[src/hw/rtl/i2crb_pkg.sv]
// ----------------------------------------------------------------------------
// i2crb_pkg
// Types, constants and helpers of the I2C slave register bank with pulse capture.
// ----------------------------------------------------------------------------
`default_nettype none

package i2crb_pkg;

    localparam int BANK_DEPTH = 64;
    localparam int CHANNELS   = 3;

    localparam int AW    = $clog2(BANK_DEPTH);
    localparam int PTR_W = $clog2(BANK_DEPTH + 1);

    typedef enum logic [2:0] {
        PH_RELEASED  = 3'd0,
        PH_ADDRESS   = 3'd1,
        PH_ACKRX     = 3'd2,
        PH_BYTERX    = 3'd3,
        PH_ACKTX     = 3'd4,
        PH_BYTETX    = 3'd5,
        PH_MASTERACK = 3'd6
    } t_phase;

    localparam logic [1:0] MODE_START = 2'd0;
    localparam logic [1:0] MODE_SHIFT = 2'd1;
    localparam logic [1:0] MODE_PIN   = 2'd2;

    localparam logic [1:0] REG_SLAVE_ADDR = 2'd0;
    localparam logic [1:0] REG_PULSE_MIN  = 2'd1;
    localparam logic [1:0] REG_PULSE_MAX  = 2'd2;

    localparam logic [6:0]  RST_SLAVE_ADDR = 7'h20;
    localparam logic [15:0] RST_PULSE_MIN  = 16'd700;
    localparam logic [15:0] RST_PULSE_MAX  = 16'd2300;

    // Bank bytes kept in flops: pin copy, then low/high width byte per channel.
    localparam int SPEC_N   = 7;
    localparam int SPEC_PIN = 0;
    localparam logic [7:0] SPEC_ADDR [SPEC_N] = '{
        8'h0f, 8'h10, 8'h11, 8'h20, 8'h21, 8'h30, 8'h31
    };

    // Bit of the pin copy byte that each channel lands on.
    localparam int PIN_POS [3] = '{1, 3, 4};

    typedef struct packed {
        t_phase      phase;
        logic        drv;
        logic        single;
        logic        load;
        logic [7:0]  txb;
    } t_bus_res;

    function automatic logic [7:0] bank_reset_byte(input logic [AW-1:0] addr);
        logic [7:0] val;
        val = 8'h00;
        if (32'(addr) == 0) val = 8'hC0;
        if (32'(addr) == 1) val = 8'hFF;
        if (32'(addr) == 2) val = 8'hEE;
        return val;
    endfunction

    function automatic logic cap_fits(input int ch);
        return (16 * (ch + 1) + 1) < BANK_DEPTH;
    endfunction

endpackage

`default_nettype wire

[src/hw/rtl/i2crb_ram.sv]
// ----------------------------------------------------------------------------
// i2crb_ram
// Generic single-write, single-read RAM with registered read data.
// ----------------------------------------------------------------------------
`default_nettype none

module i2crb_ram #(
    parameter  int WIDTH = 8,
    parameter  int DEPTH = 64,
    localparam int AW    = (DEPTH > 1) ? $clog2(DEPTH) : 1
) (
    input  wire logic             i_clk,
    input  wire logic             i_we,
    input  wire logic [AW-1:0]    i_waddr,
    input  wire logic [WIDTH-1:0] i_wdata,
    input  wire logic [AW-1:0]    i_raddr,
    output logic      [WIDTH-1:0] o_rdata
);

    logic [WIDTH-1:0] r_mem [DEPTH];
    logic [WIDTH-1:0] r_q;

    always_ff @(posedge i_clk) begin
        if (i_we) begin
            r_mem[i_waddr] <= i_wdata;
        end
        r_q <= r_mem[i_raddr];
    end

    assign o_rdata = r_q;

endmodule

`default_nettype wire

[src/hw/rtl/i2c_slave_register_bank_pulse_capture_unit.sv]
// ----------------------------------------------------------------------------
// i2c_slave_register_bank_pulse_capture_unit
// I2C slave byte-level engine with register bank and three-channel pulse timer.
// ----------------------------------------------------------------------------
// Items (start, completed shift, pin sample) enter an input register and are
// processed from it in one pass into the output register. A new item can be
// accepted every cycle while the output register is free or being emptied.
// Start and shift items give one result; a pin sample gives one per stored
// pulse width (one to three, else one result), which leave the output register
// one per cycle while the receiver is ready. The bank RAM is read ahead at the
// next pointer so read data is ready when the next item arrives. Bank entries
// reset through per-entry valid bits; no clearing pass is needed after reset.
`default_nettype none

module i2c_slave_register_bank_pulse_capture_unit
    import i2crb_pkg::*;
(
    input  wire logic        i_clk,
    input  wire logic        i_rst_n,
    // APB configuration
    input  wire logic        psel,
    input  wire logic        penable,
    input  wire logic        pwrite,
    input  wire logic [3:0]  paddr,
    input  wire logic [31:0] pwdata,
    output logic      [31:0] prdata,
    output logic             pready,
    // input items
    input  wire logic        s_axis_tvalid,
    output logic             s_axis_tready,
    // tdata: shift_data[7:0], pin_levels[10:8], time_us[42:11], zero pad
    input  wire logic [47:0] s_axis_tdata,
    // tuser: mode[1:0]
    input  wire logic [1:0]  s_axis_tuser,
    // results
    output logic             m_axis_tvalid,
    input  wire logic        m_axis_tready,
    // tdata: bus_phase[2:0], sda_drive[3], single_bit_next[4], tx_load[5],
    //        tx_byte[13:6], capture_valid[14], capture_channel[16:15],
    //        capture_width[32:17], zero pad
    output logic      [39:0] m_axis_tdata,
    output logic             m_axis_tlast
);

    // ---------------- configuration ----------------
    logic [6:0]  r_slave_addr;
    logic [15:0] r_pulse_min;
    logic [15:0] r_pulse_max;
    logic        cfg_we;

    assign pready = 1'b1;
    assign cfg_we = psel && penable && pwrite;

    always_ff @(posedge i_clk) begin
        if (!i_rst_n) begin
            r_slave_addr <= RST_SLAVE_ADDR;
            r_pulse_min  <= RST_PULSE_MIN;
            r_pulse_max  <= RST_PULSE_MAX;
        end else if (cfg_we) begin
            unique case (paddr[3:2])
                REG_SLAVE_ADDR: r_slave_addr <= pwdata[6:0];
                REG_PULSE_MIN:  r_pulse_min  <= pwdata[15:0];
                REG_PULSE_MAX:  r_pulse_max  <= pwdata[15:0];
                default: ;
            endcase
        end
    end

    always_comb begin
        unique case (paddr[3:2])
            REG_SLAVE_ADDR: prdata = {25'd0, r_slave_addr};
            REG_PULSE_MIN:  prdata = {16'd0, r_pulse_min};
            REG_PULSE_MAX:  prdata = {16'd0, r_pulse_max};
            default:        prdata = 32'd0;
        endcase
    end

    // ---------------- input register ----------------
    logic                r_in_valid;
    logic [1:0]          r_in_mode;
    logic [7:0]          r_in_data;
    logic [CHANNELS-1:0] r_in_pins;
    logic [31:0]         r_in_time;

    logic in_fire;
    logic in_adv;
    logic res_free;
    logic out_fire;
    logic out_last;

    assign in_adv        = r_in_valid && res_free;
    assign s_axis_tready = !r_in_valid || in_adv;
    assign in_fire       = s_axis_tvalid && s_axis_tready;

    always_ff @(posedge i_clk) begin
        if (!i_rst_n) begin
            r_in_valid <= 1'b0;
        end else if (in_fire) begin
            r_in_valid <= 1'b1;
        end else if (in_adv) begin
            r_in_valid <= 1'b0;
        end
    end

    always_ff @(posedge i_clk) begin
        if (in_fire) begin
            r_in_mode <= s_axis_tuser;
            r_in_data <= s_axis_tdata[7:0];
            r_in_pins <= s_axis_tdata[8 +: CHANNELS];
            r_in_time <= s_axis_tdata[42:11];
        end
    end

    // ---------------- state ----------------
    t_phase              r_phase;
    t_phase              n_phase;
    logic                r_pending;
    logic                n_pending;
    logic [PTR_W-1:0]    r_ptr;
    logic [PTR_W-1:0]    n_ptr;
    logic [CHANNELS-1:0] r_pins_prev;
    logic [31:0]         r_rise [CHANNELS];
    logic [31:0]         n_rise [CHANNELS];
    logic [7:0]          r_spec [SPEC_N];
    logic [BANK_DEPTH-1:0] r_vld;
    logic                r_rd_ok;

    // ---------------- bus FSM: next state ----------------
    logic is_shift;
    logic addr_match;

    assign is_shift   = (r_in_mode == MODE_SHIFT);
    assign addr_match = (r_in_data[7:1] == r_slave_addr);

    always_comb begin
        n_phase = r_phase;
        if (r_in_mode == MODE_START) begin
            n_phase = PH_ADDRESS;
        end else if (is_shift) begin
            unique case (r_phase)
                PH_ADDRESS: begin
                    if (!addr_match)      n_phase = PH_RELEASED;
                    else if (r_in_data[0]) n_phase = PH_ACKTX;
                    else                   n_phase = PH_ACKRX;
                end
                PH_ACKRX:     n_phase = PH_BYTERX;
                PH_BYTERX:    n_phase = PH_ACKRX;
                PH_ACKTX:     n_phase = PH_BYTETX;
                PH_BYTETX:    n_phase = PH_MASTERACK;
                PH_MASTERACK: n_phase = r_in_data[0] ? PH_ADDRESS : PH_BYTETX;
                default:      n_phase = r_phase;
            endcase
        end
    end

    // ---------------- bus FSM: outputs ----------------
    logic bo_drv, bo_single, bo_load, bo_arm, bo_recv;

    always_comb begin
        bo_drv    = 1'b0;
        bo_single = 1'b0;
        bo_load   = 1'b0;
        bo_arm    = 1'b0;
        bo_recv   = 1'b0;
        if (is_shift) begin
            unique case (r_phase)
                PH_ADDRESS: begin
                    if (addr_match) begin
                        bo_arm    = 1'b1;
                        bo_drv    = 1'b1;
                        bo_single = 1'b1;
                    end
                end
                PH_BYTERX: begin
                    bo_recv   = 1'b1;
                    bo_drv    = 1'b1;
                    bo_single = 1'b1;
                end
                PH_ACKTX: begin
                    bo_load = 1'b1;
                    bo_drv  = 1'b1;
                end
                PH_MASTERACK: begin
                    if (!r_in_data[0]) begin
                        bo_load = 1'b1;
                        bo_drv  = 1'b1;
                    end
                end
                PH_BYTETX: bo_single = 1'b1;
                default: ;
            endcase
        end
    end

    // ---------------- bank access ----------------
    logic            ptr_ok;
    logic [AW-1:0]   ptr_a;
    logic [7:0]      ram_q;
    logic [7:0]      rd_byte;
    logic            spec_hit;
    logic [2:0]      spec_idx;
    logic            bank_we;
    logic            ram_we;
    logic [AW-1:0]   ram_raddr;
    logic            nptr_ok;

    assign ptr_ok = (32'(r_ptr) < BANK_DEPTH);
    assign ptr_a  = ptr_ok ? r_ptr[AW-1:0] : '0;

    always_comb begin
        spec_hit = 1'b0;
        spec_idx = '0;
        for (int k = 0; k < SPEC_N; k++) begin
            if (32'(r_ptr) == 32'(SPEC_ADDR[k])) begin
                spec_hit = 1'b1;
                spec_idx = 3'(k);
            end
        end
    end

    always_comb begin
        if (!ptr_ok)       rd_byte = 8'h00;
        else if (spec_hit) rd_byte = r_spec[spec_idx];
        else if (r_rd_ok)  rd_byte = ram_q;
        else               rd_byte = bank_reset_byte(ptr_a);
    end

    always_comb begin
        n_ptr     = r_ptr;
        n_pending = r_pending;
        bank_we   = 1'b0;
        if (bo_arm) begin
            n_pending = 1'b1;
        end
        if (bo_recv) begin
            if (r_pending) begin
                n_pending = 1'b0;
                if (32'(r_in_data) >= BANK_DEPTH) n_ptr = PTR_W'(BANK_DEPTH);
                else                              n_ptr = PTR_W'(r_in_data);
            end else if (ptr_ok) begin
                bank_we = 1'b1;
                n_ptr   = r_ptr + PTR_W'(1);
            end
        end
        if (bo_load && ptr_ok) begin
            n_ptr = r_ptr + PTR_W'(1);
        end
    end

    assign ram_we = in_adv && bank_we && !spec_hit;

    // Read ahead at the pointer the next item will see.
    logic [PTR_W-1:0] rd_ptr;
    assign rd_ptr    = in_adv ? n_ptr : r_ptr;
    assign nptr_ok   = (32'(rd_ptr) < BANK_DEPTH);
    assign ram_raddr = nptr_ok ? rd_ptr[AW-1:0] : '0;

    i2crb_ram #(
        .WIDTH(8),
        .DEPTH(BANK_DEPTH)
    ) u_bank (
        .i_clk  (i_clk),
        .i_we   (ram_we),
        .i_waddr(ptr_a),
        .i_wdata(r_in_data),
        .i_raddr(ram_raddr),
        .o_rdata(ram_q)
    );

    // ---------------- pulse capture ----------------
    logic                pin_chg;
    logic [7:0]          pin_copy;
    logic [31:0]         width [CHANNELS];
    logic [CHANNELS-1:0] cap_store;

    assign pin_chg = (r_in_mode == MODE_PIN) && (r_in_pins != r_pins_prev);

    always_comb begin
        pin_copy = 8'h00;
        for (int i = 0; i < CHANNELS; i++) begin
            pin_copy[PIN_POS[i]] = r_in_pins[i];
        end
    end

    always_comb begin
        for (int i = 0; i < CHANNELS; i++) begin
            width[i]     = r_in_time - r_rise[i];
            n_rise[i]    = r_rise[i];
            cap_store[i] = 1'b0;
            if (pin_chg && (r_in_pins[i] != r_pins_prev[i])) begin
                if (r_in_pins[i]) begin
                    n_rise[i] = r_in_time;
                end else begin
                    // high time also replaces the stored edge time
                    n_rise[i]    = width[i];
                    cap_store[i] = (width[i] > {16'd0, r_pulse_min}) &&
                                   (width[i] < {16'd0, r_pulse_max}) && cap_fits(i);
                end
            end
        end
    end

    // ---------------- state update ----------------
    always_ff @(posedge i_clk) begin
        if (!i_rst_n) begin
            r_phase     <= PH_RELEASED;
            r_pending   <= 1'b0;
            r_ptr       <= '0;
            r_pins_prev <= '0;
            r_vld       <= '0;
            r_rd_ok     <= 1'b0;
            for (int i = 0; i < CHANNELS; i++) r_rise[i] <= 32'd0;
            for (int k = 0; k < SPEC_N; k++)   r_spec[k] <= 8'h00;
        end else begin
            r_rd_ok <= r_vld[ram_raddr];
            if (in_adv) begin
                r_phase   <= n_phase;
                r_pending <= n_pending;
                r_ptr     <= n_ptr;
                if (ram_we) begin
                    r_vld[ptr_a] <= 1'b1;
                end
                if (bank_we && spec_hit) begin
                    r_spec[spec_idx] <= r_in_data;
                end
                if (pin_chg) begin
                    r_pins_prev <= r_in_pins;
                    if (32'(SPEC_ADDR[SPEC_PIN]) < BANK_DEPTH) begin
                        r_spec[SPEC_PIN] <= pin_copy;
                    end
                end
                for (int i = 0; i < CHANNELS; i++) begin
                    r_rise[i] <= n_rise[i];
                    if (cap_store[i]) begin
                        r_spec[1 + 2 * i] <= width[i][7:0];
                        r_spec[2 + 2 * i] <= width[i][15:8];
                    end
                end
            end
        end
    end

    // ---------------- result register ----------------
    logic                r_res_valid;
    t_bus_res            r_res;
    t_bus_res            n_res;
    logic [CHANNELS-1:0] r_cap_mask;
    logic [15:0]         r_cap_w [CHANNELS];

    always_comb begin
        n_res.phase  = n_phase;
        n_res.drv    = bo_drv;
        n_res.single = bo_single;
        n_res.load   = bo_load;
        n_res.txb    = bo_load ? rd_byte : 8'h00;
    end

    logic                has_cap;
    logic [1:0]          cur_ch;
    logic [CHANNELS-1:0] rest_mask;

    assign has_cap = |r_cap_mask;

    always_comb begin
        cur_ch = 2'd0;
        for (int i = CHANNELS - 1; i >= 0; i--) begin
            if (r_cap_mask[i]) cur_ch = 2'(i);
        end
        rest_mask = r_cap_mask;
        rest_mask[cur_ch] = 1'b0;
    end

    assign out_last = !has_cap || (rest_mask == '0);
    assign out_fire = m_axis_tvalid && m_axis_tready;
    assign res_free = !r_res_valid || (out_fire && out_last);

    always_ff @(posedge i_clk) begin
        if (!i_rst_n) begin
            r_res_valid <= 1'b0;
            r_cap_mask  <= '0;
        end else if (in_adv) begin
            r_res_valid <= 1'b1;
            r_cap_mask  <= cap_store;
        end else if (out_fire) begin
            if (out_last) r_res_valid <= 1'b0;
            else          r_cap_mask  <= rest_mask;
        end
    end

    always_ff @(posedge i_clk) begin
        if (in_adv) begin
            r_res <= n_res;
            for (int i = 0; i < CHANNELS; i++) r_cap_w[i] <= width[i][15:0];
        end
    end

    logic [1:0]  o_ch;
    logic [15:0] o_w;

    assign o_ch = has_cap ? cur_ch : 2'd0;
    assign o_w  = has_cap ? r_cap_w[cur_ch] : 16'd0;

    assign m_axis_tvalid = r_res_valid;
    assign m_axis_tlast  = out_last;
    assign m_axis_tdata  = {7'd0, o_w, o_ch, has_cap, r_res.txb, r_res.load,
                            r_res.single, r_res.drv, r_res.phase};

    // ---------------- assertions ----------------
    a_ptr_range: assert property (@(posedge i_clk) disable iff (!i_rst_n)
        32'(r_ptr) <= BANK_DEPTH)
        else $error("bank pointer beyond saturation value");

    a_ram_no_collide: assert property (@(posedge i_clk) disable iff (!i_rst_n)
        ram_we |-> (ptr_a != ram_raddr))
        else $error("bank write and read-ahead hit the same entry");

    a_load_drives: assert property (@(posedge i_clk) disable iff (!i_rst_n)
        (r_res_valid && r_res.load) |-> (r_res.drv && !has_cap))
        else $error("tx load without SDA drive or with capture data");

    a_adv_fills: assert property (@(posedge i_clk) disable iff (!i_rst_n)
        in_adv |=> r_res_valid)
        else $error("processed item left no result");

    a_more_results: assert property (@(posedge i_clk) disable iff (!i_rst_n)
        (out_fire && !out_last) |=> (r_res_valid && has_cap))
        else $error("pending capture results lost");

endmodule

`default_nettype wire

[config.mk]
export PLATFORM = sky130hd
export DESIGN_NAME = i2c_slave_register_bank_pulse_capture_unit
export DESIGN_NICKNAME = d
export VERILOG_FILES = /design/src/hw/rtl/i2crb_pkg.sv /design/src/hw/rtl/i2crb_ram.sv /design/src/hw/rtl/i2c_slave_register_bank_pulse_capture_unit.sv
export SDC_FILE = /design/constraint.sdc
export NUM_CORES = 2
export LEC_CHECK = 0
export BUFFER_PORTS_ARGS = -buffer_cell sky130_fd_sc_hd__buf_2
export CAP_MARGIN = 20
export CORE_ASPECT_RATIO = 1.2
export CORE_MARGIN = 10
export CORE_UTILIZATION = 35
export CTS_CLUSTER_DIAMETER = 120
export DETAILED_ROUTE_END_ITERATION = 10
export SLEW_MARGIN = 10
export SYNTH_ARGS = -nofsm -noshare
export SYNTH_HDL_FRONTEND = slang
export SYNTH_SLANG_ARGS = --single-unit
export TNS_END_PERCENT = 10
[constraint.sdc]
create_clock -name i_clk -period 5.3 [get_ports i_clk]
set_clock_uncertainty 0.1 [all_clocks]
set_input_delay 0.53 -clock i_clk [delete_from_list [all_inputs] [get_ports i_clk]]
set_output_delay 0.53 -clock i_clk [all_outputs]
set_load 0.05 [all_outputs]
==> metrics.md <==
| Metric | Value |
|---|---|
| Hold Path Origin | s_axis_tuser[1] |
| Slowest stage delay, CP | approximately 0.48 ns |
| WP buf/inv | 4 |
| Most common cell in the netlist | edfxtp_1 |
| Maxcap violations | 0 |
| First-pass GRT wire length | approximately 230000 µm |
| CTS Buf Count | 97 |
| Reg area | between 20000 and 30000 µm² |
| CP required | roughly 5.6 ns |
| DR pass1 iterations | 7 |
| Port Buffer Count | roughly 120 |
| Via count | about 35000 |
| Crit-path slowest cell | edfxtp_1 |
| Crit end category | register |
| Synth unique cells | between 90 and 100 |
| Crit-path max FO | 8 |
| Post-synth top cells | 779 x edfxtp_1, 523 x nand2_1, 435 x nor2_1 |
| Die H | ~420 µm |
| Hold Slack | 0.03732 ns |
| Antenna viol nets, final | 0 |
| Initial antenna violation count | 4 |
| Via density | 5.642 |
| Cell accounting for the most synthesized area | edfxtp_1 |
| Fill cell count | between 10000 and 15000 |
| Hold Vio Cnt, Final | 0 |
| Core ar. | between 100000 and 150000 µm² |
| 1st-iter DRT viols | ~3300 |
| Crit path kind | reg -> reg |
| Final worst slack | -0.08746 ns |
| Worst VDD drop | around 0.00027 V |
| TritonCTS clock tree | done |
| WL per Instance | around 25 µm |
| Root Driver | clkbuf_16 |
| Cells after Synth | a little over 4000 |
| Nets | ~4800 |
| Syn avg cell area | roughly 11 µm² |
| Tcrit/Tclk final | 1.017 |
| Gr usage total | 0.2074 |
| Tightest Pin Transition | 1.059 ns |
| Routed WL | 155700 µm |
| Sink Count | approximately 900 |
| Status | finished, violations left |
| Largest net degree at the start of global routing | 78 |
| Worst skew pair latency | ~0.74 ns |
| Sequential area share after synthesis | 0.5695 |
| I/O pin total | between 150 and 200 |
| Vias in the first global route | roughly 34000 |
| Worst path top cell family by delay | simple AND/OR/NAND/NOR gates |
| Post-synth EDFFs | 779 |
| Synth Register Bits | 910 |
| RSZ-0062 raised after global routing | true |
| RD Place Congestion | 0.9838 |
| Overflow after GRT | 0 |
| Async S/R FF share, synth | 0 |
| RR Startpoint | r_in_time[1]$_DFFE_PP_ |
| Top cells by area, synth | edfxtp_1 51%, dfxtp_1 5.7%, ha_1 5.2% |
| P&R area growth vs syn | 17.91% |
| Htree depth | 3 |
| Dpl ws | -0.5113 ns |
| Main synth FF type | edfxtp_1 |
| Die Area | ~150000 µm² |
| Fin crit period | ~5.4 ns |
| CTS clk-pin slew, worst paths | around 0.06 ns |
| Post-synth top area share | 0.5121 |
| CP Cell Sequence | ha_1 > nor2b_4 > o2111ai_2 > buf_4 > a211o_4 > a21o_1 > nand2_2 > nand2_4 > xnor2_4 > ha_4 > nand4_1 > nor2_1 > buf_4 > o211ai_1 > a21oi_1 > buf_4 > o211ai_1 > nor4b_2 > nand4_1 > nor4_4 > buf_6 > nand2b_4 |
| HP Class | in -> reg |
| Row cnt | ~150 |
| YS warnings | 0 |
| HPWL after detailed placement | 111300 µm |
| CP Launch Point | r_in_time[1]$_DFFE_PP_ |
| Share of cells above drive strength 1 | 0.1467 |
| Post-route DRC | 0 |
| Startpoint types | register |
| Final setup fails | 35 |
| Relative slew slack | 0.2888 |
| Pleak | between 15 and 20 nW |
| Max Freq | 185.6 MHz |
| Most Frequent Cell on Critical Path | buf_4 |
| Power Dens Cells | 321.6 nW/µm² |
| Multi-input gate area | approximately 18000 µm² |
| Area of the mapped netlist | 45680 µm² |
| Slew Viols, Final | 0 |
| Clk buf depth | 3 |
| DIE WIDTH | approximately 350 µm |
| Starting density of the core | 0.3516 |
| Failing checks | setup timing |
| CP arrival | approximately 5.7 ns |
-- path summary, 6_finish.rpt --
path | to | depth (start not counted) | slack, ns
worst min-delay path | r_in_mode[1]$_DFFE_PP_ | 1 | 0.04
worst max-delay path | r_spec[3][1]$_DFFE_PP_ | 22 | -0.09
worst min register to register | r_vld[12]$_SDFFE_PN0P_ | 2 | 0.37
worst max register to register | r_spec[3][1]$_DFFE_PP_ | 22 | -0.09
-- cell families (layout without fill, tap and decap cells) --
kind of cell               after synthesis  count (layout)  share of synthesized area
and+or+nand+nor                       1330            1330                     0.1305
AOI/OAI and AO/OA                     1077            1077                     0.1601
DFF                                    910             910                     0.5695
buffers and inverters                  414             802                    0.03805
adders and majority gates              194             194                    0.05363
muxes                                  132             132                    0.03290
xor gates and xnor gates                77              77                    0.01507
other                                    2              33                  0.0001644
-- repair_timing --
item | CTS | global route
gates resized for setup | 56 | 27
hold buffers | 61 | 0
setup endpoints to repair | 74 | 91
buffers inserted | 12 | 14
pin swaps | 30 | 40
hold endpoints to repair | 84 | 0
-- power by group --
group | leakage [nW] | switching (W) | internal (W)
Clock | 1.56 | 0.00300 | 0.00392
Sequential | 8.33 | 0.0000867 | 0.00793
Combinational | 9.71 | 0.00149 | 0.000887
-- cells in the final DEF, fill, tap and decap left out, types with 23 or more instances in the layout --
cell type and instances:
edfxtp_1 779, nand2_1 517, nor2_1 430, a21oi_1 303, buf_4 259, ha_1 186, inv_1 162, o21ai_0 146
dfxtp_1 131, buf_2 121, mux2i_1 113, clkbuf_16 97, o221ai_1 67, nand3_1 66, dlygate4sd3_1 61, a211oi_1 60
a21o_1 52, nand4_1 50, a31oi_1 47, o211ai_1 45, nor3_1 43, xor2_1 38, nor2b_1 38, a22o_1 38
conb_1 32, xnor2_1 31, and2_1 26, a32o_1 25, a22oi_1 24, o311ai_0 23
-- per-layer routing --
metal,share of wire,global-route usage,up-vias
met1,0.39,0.2486,17480
li1,-,-,16180
met5,0,0,-
met2,0.50,0.3642,1273
met3,0.056,0.02425,307
met4,0.053,0.1030,0
-- cell type report --
type                       count  share of cell area
clock buffer                 125             0.04814
timing repair buffer         458             0.06398
antenna                        1          0.00004646
clock inverter                52             0.01162
multi-input combinational   2842              0.3422
sequential                   910              0.4830
tap                         1690             0.03926
inverter                     167             0.01173
-- registers in the layout (all words and copies together), names as in the netlist, 2 cells and up --
signal,cells
u_bank.r_mem,512
r_rise,96
r_spec,64
r_vld,64
r_cap_w,48
r_in_time,32
r_pulse_max,16
r_pulse_min,16
m_axis_tdata,14
r_in_data,8
u_bank.o_rdata,8
r_ptr,7
r_slave_addr,7
r_cap_mask,3
r_in_pins,3
r_phase,3
r_pins_prev,3
r_in_mode,2
-- through the flow --
stage / setup TNS (ns) / area (µm²) / power [W] / cells / util
6_report: -1.571 / 53860 / 0.01732 / 6245 / 0.4146
5_1_grt: -9.908 / 53850 / 0.01791 / 6244 / 0.4146
3_3_place_gp: -21.12 / 49460 / 0.01034 / 5980 / 0.3808
3_5_place_dp: -23.81 / 49520 / 0.01036 / 5982 / 0.3812
2_1_floorplan: 0 / 45790 / 0.009475 / 4166 / -
4_1_cts: -0.03809 / 53650 / 0.01735 / 6231 / 0.4130
Note: power is estimated with default switching activity, not from simulation.
